## src/hdl/wplm_pkg.sv

```systemverilog
// ============================================================================
// wplm_pkg - shared types and constants of the windowed power level meter
// Field widths, the register map and the fixed-point constants of the level
// computation.
// ============================================================================
`default_nettype none

package wplm_pkg;

	localparam int SAMPLE_BITS  = 24;
	localparam int FRAC_BITS    = SAMPLE_BITS - 1;
	localparam int POS_BITS     = 12;
	localparam int LEVEL_BITS   = 16;
	localparam int CFG_BITS     = 13;
	localparam int CHAN_BITS    = 4;
	localparam int MAX_BUFFER   = 4096;
	localparam int MAX_CHANNELS = 8;

	// Shared bit-serial multiplier operand width.
	localparam int MUL_W = 32;

	// log2 result: integer part of a 64-bit argument, 16 fraction bits.
	localparam int LOG_INT_W  = 6;
	localparam int LOG_FRAC_W = 16;
	localparam int LOG_W      = LOG_INT_W + LOG_FRAC_W;

	// Signed log difference and its magnitude.
	localparam int DIFF_W = 24;

	// Register indexes of the configuration port.
	typedef enum logic [1:0] {
		REG_WINDOW_SIZE   = 2'd0,
		REG_BUFFER_LENGTH = 2'd1,
		REG_CHANNEL_COUNT = 2'd2
	} reg_index_t;

	// Minimum power of 0.000125 in units of 2^-(2*FRAC_BITS).
	localparam logic [63:0] MIN_POWER = (64'd1 << (2 * FRAC_BITS)) / 64'd8000;

	// 256 * 10 * log10(2) in Q16.
	localparam logic [MUL_W-1:0] DB_PER_OCTAVE_Q16 = 32'd50504453;

	// Scale offset of the squared Q1.23 samples, in Q16 octaves.
	localparam logic signed [DIFF_W-1:0] LOG_OFFSET = DIFF_W'(2 * FRAC_BITS * 65536);

	localparam logic signed [31:0] LEVEL_MIN = -32'sd24000;
	localparam logic signed [31:0] LEVEL_MAX = 32'sd0;

	// Request to the bit-serial multiplier.
	typedef struct packed {
		logic             start;
		logic [MUL_W-1:0] a;
		logic [MUL_W-1:0] b;
	} mul_req_t;

endpackage

`default_nettype wire

```

## src/hdl/wplm_if.sv

```systemverilog
// ============================================================================
// wplm_if - valid/ready channels of the windowed power level meter
// One interface carries input items, the other carries level results.
// ============================================================================
`default_nettype none

interface wplm_in_if;
	import wplm_pkg::*;

	logic                          valid;
	logic                          ready;
	logic signed [SAMPLE_BITS-1:0] sample;
	logic        [POS_BITS-1:0]    position;
	logic                          buffer_end;

	modport source (output valid, output sample, output position, output buffer_end,
		input ready);
	modport sink (input valid, input sample, input position, input buffer_end,
		output ready);
endinterface

interface wplm_out_if;
	import wplm_pkg::*;

	logic                         valid;
	logic                         ready;
	logic signed [LEVEL_BITS-1:0] level_db;

	modport source (output valid, output level_db, input ready);
	modport sink (input valid, input level_db, output ready);
endinterface

`default_nettype wire

```

## src/hdl/wplm_serial_mul.sv

```systemverilog
// ============================================================================
// wplm_serial_mul - bit-serial unsigned multiplier
// Shift-add multiplier that retires one bit of operand b per cycle and needs
// only a MUL_W-bit adder.
// ============================================================================
`default_nettype none

module wplm_serial_mul
	import wplm_pkg::*;
(
	input  wire logic               clk,
	input  wire logic               arst_n,
	input  wire mul_req_t           req,
	output logic                    done,
	output logic [2*MUL_W-1:0]      prod
);

	localparam int CNT_W = $clog2(MUL_W);

	logic [MUL_W-1:0] a_q;
	logic [MUL_W-1:0] hi_q;
	logic [MUL_W-1:0] lo_q;
	logic [CNT_W-1:0] cnt_q;
	logic             busy_q;
	logic             done_q;
	logic [MUL_W:0]   psum;

	assign psum = {1'b0, hi_q} + (lo_q[0] ? {1'b0, a_q} : {(MUL_W+1){1'b0}});

	always_ff @(posedge clk or negedge arst_n) begin
		if (!arst_n) begin
			busy_q <= 1'b0;
			done_q <= 1'b0;
			cnt_q  <= '0;
		end else begin
			done_q <= 1'b0;
			if (req.start) begin
				busy_q <= 1'b1;
				cnt_q  <= '0;
			end else if (busy_q) begin
				if (cnt_q == CNT_W'(MUL_W - 1)) begin
					busy_q <= 1'b0;
					done_q <= 1'b1;
				end
				cnt_q <= cnt_q + 1'b1;
			end
		end
	end

	// The partial sum shifts down into the low half as the multiplier bits retire.
	always_ff @(posedge clk) begin
		if (req.start) begin
			a_q  <= req.a;
			lo_q <= req.b;
			hi_q <= '0;
		end else if (busy_q) begin
			hi_q <= psum[MUL_W:1];
			lo_q <= {psum[0], lo_q[MUL_W-1:1]};
		end
	end

	assign done = done_q;
	assign prod = {hi_q, lo_q};

endmodule

`default_nettype wire

```

## src/hdl/wplm_log2.sv

```systemverilog
// ============================================================================
// wplm_log2 - sequential base-2 logarithm
// Normalizes a 64-bit value one bit per cycle, then finds 16 fraction bits
// by repeated squaring of the 32-bit mantissa on a bit-serial multiplier.
// ============================================================================
`default_nettype none

module wplm_log2
	import wplm_pkg::*;
(
	input  wire logic             clk,
	input  wire logic             arst_n,
	input  wire logic             start,
	input  wire logic [63:0]      x,
	output logic                  done,
	output logic [LOG_W-1:0]      result
);

	typedef enum logic [1:0] {
		L_IDLE,
		L_NORM,
		L_SQ,
		L_WAIT
	} lstate_t;

	lstate_t                 state_q;
	logic [63:0]             w_q;
	logic [LOG_INT_W-1:0]    n_q;
	logic [MUL_W-1:0]        y_q;
	logic [LOG_FRAC_W-1:0]   frac_q;
	logic [3:0]              it_q;
	logic                    done_q;
	logic [LOG_W-1:0]        res_q;
	mul_req_t                mul_req_q;
	logic                    mul_done;
	logic [2*MUL_W-1:0]      mul_prod;
	logic [LOG_FRAC_W-1:0]   frac_next;

	wplm_serial_mul u_mul (
		.clk    (clk),
		.arst_n (arst_n),
		.req    (mul_req_q),
		.done   (mul_done),
		.prod   (mul_prod)
	);

	// The top product bit says whether the squared mantissa reached two.
	assign frac_next = {frac_q[LOG_FRAC_W-2:0], mul_prod[2*MUL_W-1]};

	always_ff @(posedge clk or negedge arst_n) begin
		if (!arst_n) begin
			state_q   <= L_IDLE;
			done_q    <= 1'b0;
			res_q     <= '0;
			mul_req_q <= '0;
			w_q       <= '0;
			n_q       <= '0;
			y_q       <= '0;
			frac_q    <= '0;
			it_q      <= '0;
		end else begin
			done_q          <= 1'b0;
			mul_req_q.start <= 1'b0;
			unique case (state_q)
				L_IDLE: begin
					if (start) begin
						if (x == 64'd0) begin
							res_q  <= '0;
							done_q <= 1'b1;
						end else begin
							w_q     <= x;
							n_q     <= LOG_INT_W'(63);
							state_q <= L_NORM;
						end
					end
				end
				L_NORM: begin
					if (w_q[63]) begin
						y_q     <= w_q[63:32];
						frac_q  <= '0;
						it_q    <= '0;
						state_q <= L_SQ;
					end else begin
						w_q <= {w_q[62:0], 1'b0};
						n_q <= n_q - 1'b1;
					end
				end
				L_SQ: begin
					mul_req_q <= '{start: 1'b1, a: y_q, b: y_q};
					state_q   <= L_WAIT;
				end
				L_WAIT: begin
					if (mul_done) begin
						y_q    <= mul_prod[2*MUL_W-1] ? mul_prod[2*MUL_W-1:MUL_W]
							: mul_prod[2*MUL_W-2:MUL_W-1];
						frac_q <= frac_next;
						if (it_q == 4'd15) begin
							res_q   <= {n_q, frac_next};
							done_q  <= 1'b1;
							state_q <= L_IDLE;
						end else begin
							it_q    <= it_q + 1'b1;
							state_q <= L_SQ;
						end
					end
				end
				default: state_q <= L_IDLE;
			endcase
		end
	end

	assign done   = done_q;
	assign result = res_q;

endmodule

`default_nettype wire

```

## src/hdl/windowed_power_level_meter_top.sv

```systemverilog
// ============================================================================
// windowed_power_level_meter_top - RMS level meter in 1/256 dB
// Sums the squares of the samples in each channel's trailing window and, at
// each buffer end, reports 10*log10 of the sum over length times channels.
// ============================================================================
// Usage:
// Samples enter on in_ch, channel after channel, each with its position in
// the buffer; buffer_end marks the last sample of the last channel. Only that
// item produces a result, one level_db on out_ch.
// A sample inside the window is squared on a bit-serial multiplier, one bit
// per cycle, and the block takes no new item until the square is in the sum;
// a sample outside the window needs no multiply and leaves the block ready for
// the next item. The end-of-buffer item runs two logarithms and the scaling
// multiply on the serial units; each logarithm normalizes its argument and
// then squares its mantissa 16 times. The result waits in an output register:
// a stalled receiver does not stop the block from taking the next buffer's
// samples; it only holds the next end-of-buffer item before its result is
// written. Reset clears the sum, drops any pending result and loads the
// register defaults (window 128, buffer length 128, one channel).
// Configuration is written through cfg_we / cfg_index / cfg_data; the user
// must write it only while the block is idle; the block does not enforce this.
// ============================================================================
`default_nettype none

module windowed_power_level_meter_top
	import wplm_pkg::*;
(
	input  wire logic                 clk,
	input  wire logic                 arst_n,
	input  wire logic                 cfg_we,
	input  wire logic [1:0]           cfg_index,
	input  wire logic [CFG_BITS-1:0]  cfg_data,
	wplm_in_if.sink                   in_ch,
	wplm_out_if.source                out_ch
);

	typedef enum logic [3:0] {
		T_IDLE,
		T_SQ_WAIT,
		T_ACC,
		T_LOG_SUM,
		T_LOG_SUM_WAIT,
		T_LOG_DIV_WAIT,
		T_SCALE_WAIT,
		T_ROUND,
		T_EMIT
	} tstate_t;

	tstate_t                    state_q;
	logic [CFG_BITS-1:0]        window_q;
	logic [CFG_BITS-1:0]        length_q;
	logic [CHAN_BITS-1:0]       chan_q;
	logic [63:0]                sum_q;
	logic                       last_q;
	logic [LOG_W-1:0]           ls_q;
	logic                       neg_q;
	logic signed [63:0]         p_q;
	logic signed [LEVEL_BITS-1:0] lvl_q;
	logic                       out_valid_q;
	logic signed [LEVEL_BITS-1:0] level_q;
	mul_req_t                   mul_req_q;
	logic                       log_start_q;
	logic [63:0]                log_x_q;

	logic                       mul_done;
	logic [2*MUL_W-1:0]         mul_prod;
	logic                       log_done;
	logic [LOG_W-1:0]           log_res;

	logic [CFG_BITS-1:0]        len_eff;
	logic [CHAN_BITS-1:0]       chan_eff;
	logic [CFG_BITS-1:0]        win_start;
	logic                       in_win;
	logic [SAMPLE_BITS-1:0]     mag;
	logic [CFG_BITS+CHAN_BITS-1:0] divisor;
	logic [64:0]                sum_next;
	logic [63:0]                sum_floor;
	logic signed [DIFF_W-1:0]   l_diff;
	logic [DIFF_W-1:0]          l_abs;
	logic signed [63:0]         p_round;
	logic signed [31:0]         q_lvl;
	logic                       accept;
	logic                       out_free;

	wplm_serial_mul u_mul (
		.clk    (clk),
		.arst_n (arst_n),
		.req    (mul_req_q),
		.done   (mul_done),
		.prod   (mul_prod)
	);

	wplm_log2 u_log2 (
		.clk    (clk),
		.arst_n (arst_n),
		.start  (log_start_q),
		.x      (log_x_q),
		.done   (log_done),
		.result (log_res)
	);

	// Zero lengths and channel counts count as one, oversized ones clamp to the maximum.
	always_comb begin
		if (length_q == '0) begin
			len_eff = CFG_BITS'(1);
		end else if (length_q > CFG_BITS'(MAX_BUFFER)) begin
			len_eff = CFG_BITS'(MAX_BUFFER);
		end else begin
			len_eff = length_q;
		end
		if (chan_q == '0) begin
			chan_eff = CHAN_BITS'(1);
		end else if (chan_q > CHAN_BITS'(MAX_CHANNELS)) begin
			chan_eff = CHAN_BITS'(MAX_CHANNELS);
		end else begin
			chan_eff = chan_q;
		end
	end

	assign win_start = (len_eff > window_q) ? (len_eff - window_q) : '0;
	assign in_win    = ({1'b0, in_ch.position} >= win_start)
		&& ({1'b0, in_ch.position} < len_eff);
	assign mag       = in_ch.sample[SAMPLE_BITS-1] ? (~in_ch.sample + 1'b1) : in_ch.sample;
	assign divisor   = (CFG_BITS+CHAN_BITS)'(chan_eff) * (CFG_BITS+CHAN_BITS)'(len_eff);

	assign sum_next  = {1'b0, sum_q} + {1'b0, mul_prod};
	assign sum_floor = (sum_q < MIN_POWER) ? MIN_POWER : sum_q;

	assign l_diff = $signed({2'b00, ls_q}) - $signed({2'b00, log_res}) - LOG_OFFSET;
	assign l_abs  = l_diff[DIFF_W-1] ? (~l_diff + 1'b1) : l_diff;

	// Round to the nearest 1/256 dB, halves up.
	assign p_round = p_q + 64'sd2147483648;
	assign q_lvl   = p_round[63:32];

	assign in_ch.ready = (state_q == T_IDLE);
	assign accept      = in_ch.valid && in_ch.ready;
	assign out_free    = !out_valid_q || out_ch.ready;

	always_ff @(posedge clk or negedge arst_n) begin
		if (!arst_n) begin
			window_q <= CFG_BITS'(128);
			length_q <= CFG_BITS'(128);
			chan_q   <= CHAN_BITS'(1);
		end else if (cfg_we) begin
			case (cfg_index)
				REG_WINDOW_SIZE:   window_q <= cfg_data;
				REG_BUFFER_LENGTH: length_q <= cfg_data;
				REG_CHANNEL_COUNT: chan_q   <= cfg_data[CHAN_BITS-1:0];
				default: ;
			endcase
		end
	end

	always_ff @(posedge clk or negedge arst_n) begin
		if (!arst_n) begin
			state_q     <= T_IDLE;
			sum_q       <= '0;
			last_q      <= 1'b0;
			mul_req_q   <= '0;
			log_start_q <= 1'b0;
			log_x_q     <= '0;
			ls_q        <= '0;
			neg_q       <= 1'b0;
			p_q         <= '0;
			lvl_q       <= '0;
			out_valid_q <= 1'b0;
			level_q     <= '0;
		end else begin
			mul_req_q.start <= 1'b0;
			log_start_q     <= 1'b0;
			if (out_valid_q && out_ch.ready) begin
				out_valid_q <= 1'b0;
			end
			unique case (state_q)
				T_IDLE: begin
					if (accept) begin
						last_q <= in_ch.buffer_end;
						if (in_win) begin
							mul_req_q <= '{start: 1'b1, a: MUL_W'(mag), b: MUL_W'(mag)};
							state_q   <= T_SQ_WAIT;
						end else if (in_ch.buffer_end) begin
							state_q <= T_LOG_SUM;
						end
					end
				end
				T_SQ_WAIT: begin
					if (mul_done) begin
						state_q <= T_ACC;
					end
				end
				T_ACC: begin
					sum_q   <= sum_next[64] ? {64{1'b1}} : sum_next[63:0];
					state_q <= last_q ? T_LOG_SUM : T_IDLE;
				end
				T_LOG_SUM: begin
					log_start_q <= 1'b1;
					log_x_q     <= sum_floor;
					state_q     <= T_LOG_SUM_WAIT;
				end
				T_LOG_SUM_WAIT: begin
					if (log_done) begin
						ls_q        <= log_res;
						log_start_q <= 1'b1;
						log_x_q     <= 64'(divisor);
						state_q     <= T_LOG_DIV_WAIT;
					end
				end
				T_LOG_DIV_WAIT: begin
					if (log_done) begin
						neg_q     <= l_diff[DIFF_W-1];
						mul_req_q <= '{start: 1'b1, a: DB_PER_OCTAVE_Q16, b: MUL_W'(l_abs)};
						sum_q     <= '0;
						state_q   <= T_SCALE_WAIT;
					end
				end
				T_SCALE_WAIT: begin
					if (mul_done) begin
						p_q     <= neg_q ? -$signed(mul_prod) : $signed(mul_prod);
						state_q <= T_ROUND;
					end
				end
				T_ROUND: begin
					if (q_lvl < LEVEL_MIN) begin
						lvl_q <= LEVEL_MIN[LEVEL_BITS-1:0];
					end else if (q_lvl > LEVEL_MAX) begin
						lvl_q <= LEVEL_MAX[LEVEL_BITS-1:0];
					end else begin
						lvl_q <= q_lvl[LEVEL_BITS-1:0];
					end
					state_q <= T_EMIT;
				end
				T_EMIT: begin
					if (out_free) begin
						out_valid_q <= 1'b1;
						level_q     <= lvl_q;
						state_q     <= T_IDLE;
					end
				end
				default: state_q <= T_IDLE;
			endcase
		end
	end

	assign out_ch.valid    = out_valid_q;
	assign out_ch.level_db = level_q;

endmodule

`default_nettype wire

```

## src/flat_wrapper.sv

```systemverilog
// flat-port wrapper written by rule: the top's interface ports become plain ports
module windowed_power_level_meter_top_flat import wplm_pkg::*;
  (clk, arst_n, cfg_we, cfg_index, cfg_data, in_ch_valid, in_ch_sample, in_ch_position, in_ch_buffer_end, in_ch_ready, out_ch_valid, out_ch_level_db, out_ch_ready);
  wplm_in_if in_ch_i ();
  wplm_out_if out_ch_i ();
  input  wire logic clk;
  input  wire logic arst_n;
  input  wire logic cfg_we;
  input  wire logic [1:0] cfg_index;
  input  wire logic [CFG_BITS-1:0] cfg_data;
  input wire logic [$bits(in_ch_i.valid)-1:0] in_ch_valid;
  input wire logic [$bits(in_ch_i.sample)-1:0] in_ch_sample;
  input wire logic [$bits(in_ch_i.position)-1:0] in_ch_position;
  input wire logic [$bits(in_ch_i.buffer_end)-1:0] in_ch_buffer_end;
  output wire logic [$bits(in_ch_i.ready)-1:0] in_ch_ready;
  output wire logic [$bits(out_ch_i.valid)-1:0] out_ch_valid;
  output wire logic [$bits(out_ch_i.level_db)-1:0] out_ch_level_db;
  input wire logic [$bits(out_ch_i.ready)-1:0] out_ch_ready;
  assign in_ch_i.valid = in_ch_valid;
  assign in_ch_i.sample = in_ch_sample;
  assign in_ch_i.position = in_ch_position;
  assign in_ch_i.buffer_end = in_ch_buffer_end;
  assign in_ch_ready = in_ch_i.ready;
  assign out_ch_valid = out_ch_i.valid;
  assign out_ch_level_db = out_ch_i.level_db;
  assign out_ch_i.ready = out_ch_ready;
  windowed_power_level_meter_top u_core (.clk(clk), .arst_n(arst_n), .cfg_we(cfg_we), .cfg_index(cfg_index), .cfg_data(cfg_data), .in_ch(in_ch_i), .out_ch(out_ch_i));
endmodule
```

## config.mk

```make
export PLATFORM = sky130hd
export DESIGN_NAME = windowed_power_level_meter_top_flat
export DESIGN_NICKNAME = d
export VERILOG_FILES = /design/src/hdl/wplm_pkg.sv /design/src/hdl/wplm_if.sv /design/src/hdl/wplm_serial_mul.sv /design/src/hdl/wplm_log2.sv /design/src/hdl/windowed_power_level_meter_top.sv /design/src/flat_wrapper.sv
export SDC_FILE = /design/constraint.sdc
export NUM_CORES = 2
export LEC_CHECK = 0
export BUFFER_PORTS_ARGS = -buffer_cell sky130_fd_sc_hd__buf_2
export CORE_ASPECT_RATIO = 0.75
export CORE_MARGIN = 4
export CORE_UTILIZATION = 40
export DETAILED_ROUTE_END_ITERATION = 7
export PLACE_DENSITY = 0.63
export SLEW_MARGIN = 20
export SYNTH_ARGS = -nofsm -noshare
export SYNTH_HDL_FRONTEND = slang
export SYNTH_SLANG_ARGS = --single-unit
export TNS_END_PERCENT = 1
```

## constraint.sdc

```tcl
create_clock -name clk -period 7.68 [get_ports clk]
set_input_delay 1.152 -clock clk [delete_from_list [all_inputs] [get_ports clk]]
set_output_delay 1.152 -clock clk [all_outputs]
set_load 0.1 [all_outputs]
```

Yosys cells after proc, flatten, opt, wreduce, memory -nomap -nowiden
Cells that the tools add are included.
{ "classes": {"addsub": 14, "n_reduce_logical": 37, "mul": 1, "n_lt_le_gt_ge": 8, "bitwise_logic": 2, "mux": 93, "eq_ne": 32} }
{ "ops": {"columns": ["op", "count"], "rows": [
  ["$mux W64", 8],
  ["$pmux W64 S2", 3],
  ["$mux W32", 9],
  ["$mux W65", 4],
  ["$pmux W65 S2", 1],
  ["$mux W22", 4],
  ["$add A32 B33 Y33", 2],
  ["$add A64 B64 Y65", 1],
  ["$add A64 B33 Y64 const B", 1],
  ["$logic_not A64 Y1", 1],
  ["$lt A64 B34 Y1 const B", 1],
  ["$neg A64 Y64", 1],
  ["$pmux W32 S2", 1],
  ["$mux W4", 13],
  ["$add A24 B1 Y24 const B", 2],
  ["$mux W24", 2],
  ["$not A24 Y24", 2],
  ["$pmux W22 S2", 1],
  ["$mux W13", 3],
  ["$pmux W4 S9", 1],
  ["$gt A32 B1 Y1 const B", 1],
  ["$lt A32 B16 Y1 const B", 1],
  ["$mux W16", 2],
  ["$mux W15", 2],
  ["other kinds (43)", 120]
]} }
{ "totals": {"output_inout_bits": 18, "ff_bits": 734} }

Depth between registers and ports, before layout
{ "logic_depth": {"word_depth": 10, "depth_mapped": 28, "mapped_depth_nobuf": 25} }

Modules after synthesis
Synthesis repeated with hierarchy kept, for this count alone.
{ "unflattened": {"hier_cells": 4422, "hier_area_um2": 42109.1} }
{ "modules_own_cells": {"columns": ["mod", "n_inst", "seq_area_each_um2", "area_per_inst_um2", "cells_per_inst"], "rows": [
  ["windowed_power_level_meter_top", 1, 7586.0, 22430.3, 2669],
  ["wplm_log2", 1, 4479.3, 8296.7, 724],
  ["wplm_serial_mul at u_core.u_mul", 1, 2737.6, 5725.5, 515],
  ["wplm_serial_mul at u_core.u_log2.u_mul", 1, 2737.6, 5656.7, 514]
]} }

Worst setup path after synthesis
Ideal clock, no wire load.
{ "synth_timing": {"kind": "reg-to-reg", "start": "reg u_core.length_q[12]", "end": "reg u_core.mul_req_q[49] in the netlist's numbering", "path_buffers": 3, "arrival_time_ps": 5299, "period_less_slack_ps": 5420, "slack_ps": 2260, "setup_ps": 121, "path_stages_with_launch": 29, "path_cell_list": "dfrtp_1 -> inv_1 -> clkbuf_1 -> nand2_1 -> inv_1 -> ha_1 -> nor2b_1 -> mux2i_1 -> o221ai_1 -> a221oi_1 -> o21ba_2 -> o31ai_1 -> a21oi_1 -> nor2_1 -> nand2_1 -> ha_1 -> a21o_1 -> a21o_1 -> a211o_1 -> a21oi_1 -> o21ai_0 -> a31oi_1 -> o21ai_0 -> nand4_1 -> and2_1 -> clkbuf_1 -> buf_1 -> inv_1 -> o22a_1"} }
{ "synth_between": {"elab_chain_cells": 9, "word_cells_on_any_way": 12, "classes_between": "add/sub (1); order compare (4); eq/ne (1); mux (3); reduce/logical (3)"} }
{ "synth_rtl": {"columns": ["element", "line", "text"], "rows": [
  ["start, declared", "windowed_power_level_meter_top.sv:51", "logic [CFG_BITS-1:0] length_q;"],
  ["start signal, assigned", "windowed_power_level_meter_top.sv:148", "REG_BUFFER_LENGTH: length_q <= cfg_data;"],
  ["$gt A13 B13 Y1", "windowed_power_level_meter_top.sv:106", "end else if (length_q > CFG_BITS'(MAX_BUFFER)) begin"],
  ["$mux W13", "windowed_power_level_meter_top.sv:106", null],
  ["$mux W13 (*)", "windowed_power_level_meter_top.sv:104", "if (length_q == '0) begin"],
  ["$sub A13 B13 Y13 / $gt A13 B13 Y1 (equally long branches)", "windowed_power_level_meter_top.sv:120", "assign win_start = (len_eff > window_q) ? (len_eff - window_q) : '0;"],
  ["$mux W13", "windowed_power_level_meter_top.sv:120", null],
  ["$ge A12 B13 Y1", "windowed_power_level_meter_top.sv:121", "assign in_win = ({1'b0, in_ch.position} >= win_start)"],
  ["$logic_and A1 B1 Y1 (*)", "windowed_power_level_meter_top.sv:122", "&& ({1'b0, in_ch.position} < len_eff);"],
  ["$ne A2 B2 Y1 (no line) (*)", null, null],
  ["$reduce_and A4 Y1 (no line) (*)", null, null],
  ["end signal, assigned", "windowed_power_level_meter_top.sv:180", "mul_req_q <= '{start: 1'b1, a: MUL_W'(mag), b: MUL_W'(mag)};"],
  ["end signal, assigned", "windowed_power_level_meter_top.sv:212", "mul_req_q <= '{start: 1'b1, a: DB_PER_OCTAVE_Q16, b: MUL_W'(l_abs)};"],
  ["end, declared", "windowed_power_level_meter_top.sv:61", "mul_req_t mul_req_q;"]
]} }
Every way passes the cells marked *; elsewhere a longest branch is shown, timed or not.
A chain may end at the register's enable or synchronous reset.

Worst setup path in the final report
{ "layout_timing": {"start": "reg u_core.length_q[9]", "end": "reg u_core.mul_req_q[4] in the netlist's numbering"} }
The elaborated chain is that of the path after synthesis.

==> results.toml <==
[status]
status = "complete, but fails checks"
violations = "DRC"

[logic_synthesis]
ys_warn_count = 0
yosys_register_bits = 681
synth_ff_type = "dfrtp_1"
synth_cell_types = 97
synth_edf_count = 121
postSynthAreaPerCell_sq_um = 9.524
synth-async-reset-ratio_pct = 72.83
synth_cells = 4214
syn-num-nets = 4515
synth.cell_area_sq_mm = 0.04013
ys_seq_area_share_pct = 43.18

[floorplan]
io_pins = 75
rows = 100
fp.dieW_um = 373.8
fp.dieArea_sq_mm = 0.1055
start_util_pct = 40.40
die_y_um = 282.3
coreArea_sq_mm = 0.09935

[placement]
dp_hpwl_um = 77560
gp_congestion = 0.9378
io_buffers = 74

[cells_and_area]
final_layout_size_suffix_gt1_share_pct = 10.08
mostFrequentLayoutCells = "489 x dfrtp_1, 474 x nand2_1, 334 x o21ai_0"
utilization_pct = 44.49
n_antenna_cell = 0
num-fill-cells = 9652
fin_nets = 4488
area_growth_pct = 10.13
layout_commonest_cell = "dfrtp_1"

[drt]
final_antenna_net_count = 0
wl_um = 106800
routedWlPerCell_um = 19.17
vias_per_cell = 5.609
firstDrtPassIters = 8
drc = 4
vias = 31250
drtIter0Drc = 2714

[grt]
grt_first_pass_wirelength_um = 170100
grt_pass1_vias = 29220
grt_max_degree = 146
grt_antenna_before_repair = 2
overflow = 0
grtUsageTotal_pct = 19.99

[clocking]
clock_latency_ps = 640
cts_made_buffers = 73
cts_sinks = 681
clkSlewWorstSetupHoldPaths_ps = 70
postCtsSetupBuffers = 0
cts_buffer_depth = 3
ctsHoldBuffers = 0
cts_resized = 0
h-tree-depth = 3
clock-root-buffer = "clkbuf_16"
cts_tree = "done"

[timing]
fin_skew_ps = 32.22
worstMarginPinSlew_ps = 1156
fin_crit_sh_pct = 84.37
setup_viol = 0
hold_violations = 0
max_freq_ghz = 0.1543
relSlewSlack_pct = 21.83
period_needed_ps = 6480
rsz0062_at_grt = "false"
slew_violations = 0
tns_ps = 0

[pwr]
cellPowerDensity_mw_per_mm2 = 414.7
leakagePower_uw = 0.01978
ir_drop_v = 0.0002461

[worst_setup_path]
worstSetupEndpointType = "flip-flop"
critPathKind = "reg2reg"
cp.required_ps = 8260
critPathLaunchType = "flip-flop"
crit_fanout = 18
rr_startpoint = "u_core.length_q[9]"
critPathArrivalTime_ps = 7060
startpoint = "u_core.length_q[9]"

[worst_hold_path]
hp-class = "in2async"

[flow_run]
cap_viol_max_count = 0
## critical path, stage by stage (launching register included)
cell and delay [ps]:
dfrtp_1 400, nor3_1 490, and3_1 230, o21ai_0 160, ha_1 270, nor2b_1 140
mux2i_1 90, o221ai_1 330, a221oi_1 210, o21ba_2 260, o31ai_1 320, a21oi_1 160
nor2_1 480, nand2_1 120, ha_1 290, a21o_1 150, a21o_1 170, a211o_1 280
a21oi_1 140, o21ai_0 110, a31oi_1 210, o21ai_0 170, nand4_1 190, and2_1 570
buf_4 320, a221o_1 170
## synthesized netlist by cell type (19+ instances only)
cell | n | area (sq um)
buf_1 | 19 | 71.32
clkbuf_1 | 191 | 716.9
and3_1 | 27 | 168.9
nor2_1 | 228 | 855.8
nor2b_1 | 39 | 244.0
edfxtp_1 | 121 | 3633
nand3_1 | 98 | 490.5
mux2_2 | 125 | 1408
a222oi_1 | 39 | 390.4
o21ai_0 | 335 | 1677
and2_1 | 73 | 456.7
dfrtp_1 | 493 | 12340
a21oi_1 | 279 | 1396
or3_1 | 33 | 206.5
a211oi_1 | 26 | 195.2
a31oi_1 | 75 | 469.2
o21bai_1 | 34 | 255.2
nor4_1 | 37 | 231.5
mux2i_1 | 88 | 880.8
nand2_1 | 474 | 1779
inv_1 | 195 | 732.0
dfxtp_1 | 64 | 1281
a21o_1 | 116 | 870.8
fa_1 | 26 | 520.5
o22ai_1 | 40 | 250.2
a22o_1 | 36 | 315.3
nand2b_1 | 39 | 244.0
o21a_1 | 28 | 210.2
o31ai_1 | 32 | 240.2
ha_1 | 218 | 2728
nand4_1 | 36 | 225.2
xor2_1 | 129 | 1130
nor3_1 | 58 | 290.3
xnor2_1 | 114 | 998.5
a221o_1 | 19 | 190.2
## metrics by stage
stage | total power, uW | hold WS [ps] | worst slack, ps | std cells | instance area [sq um]
2_1_floorplan | 12320 | 424.7 | 2260 | 4214 | 40130
3_3_place_gp | 14500 | 442.6 | 1347 | 5438 | 41770
3_5_place_dp | 14600 | 437.7 | 1322 | 5438 | 41770
4_1_cts | 18320 | 401.2 | 1324 | 5571 | 44190
5_1_grt | 19740 | 439.7 | 707.0 | 5571 | 44200
6_report | 18330 | 436.6 | 1200 | 5571 | 44200
## routing by layer
metal	GRT usage, %	part of all wire, %	vias up
li1	-	-	15220
met1	30.78	51	15160
met2	28.43	41	754
met3	4.793	7.0	112
met4	3.963	1.6	4
met5	0	0.024	-
## power breakdown
group | total [uW] | internal [uW] | switching, uW
combinational | 8200 | 3480 | 4720
sequential | 6520 | 5080 | 1430
clock | 3610 | 2100 | 1510
## kinds of logic (layout without fill, tap and decap cells)
kind of cell    count (synthesis)  count (layout)  synth area share, %
simple gates                 1229            1229                14.78
fa+ha+maj                     244             244                8.093
buf+inv                       413             444                3.897
flops                         681             681                43.18
mux                           213             213                5.702
xor+xnor                      244             244                5.359
compound gates               1190            1190                18.99
## registers in the layout, indices dropped and copies added, names as in the netlist, 33 cells and up
name                     flops
u_core.log_x_q              64
u_core.mul_req_q            50
u_core.p_q                  33
u_core.sum_q                64
u_core.u_log2.mul_req_q     33
u_core.u_log2.w_q           64
## layout make-up
class,instances,area [sq um],area share (%)
clock inverters,35,362.8,0.8209
well taps,1326,1659,3.754
repair buffers,115,725.7,1.642
multi-input cells,3120,21310,48.21
inverters,196,735.7,1.665
flip-flops and latches,681,17340,39.24
clock buffers,98,2064,4.671
## final timing paths
path	slack (ps)	depth (start not counted)	to
min	440	1	u_core.out_ch.level_db[1]
max in group asynchronous	5530	3	u_core.chan_q[3]
min in group clk	450	0	u_core.u_mul.a_q[0]
min reg2reg	450	0	u_core.u_mul.a_q[0]
max reg2reg	1200	25	u_core.mul_req_q[4]
max	1200	25	u_core.mul_req_q[4]
Note: power is estimated with default switching activity, not from simulation.
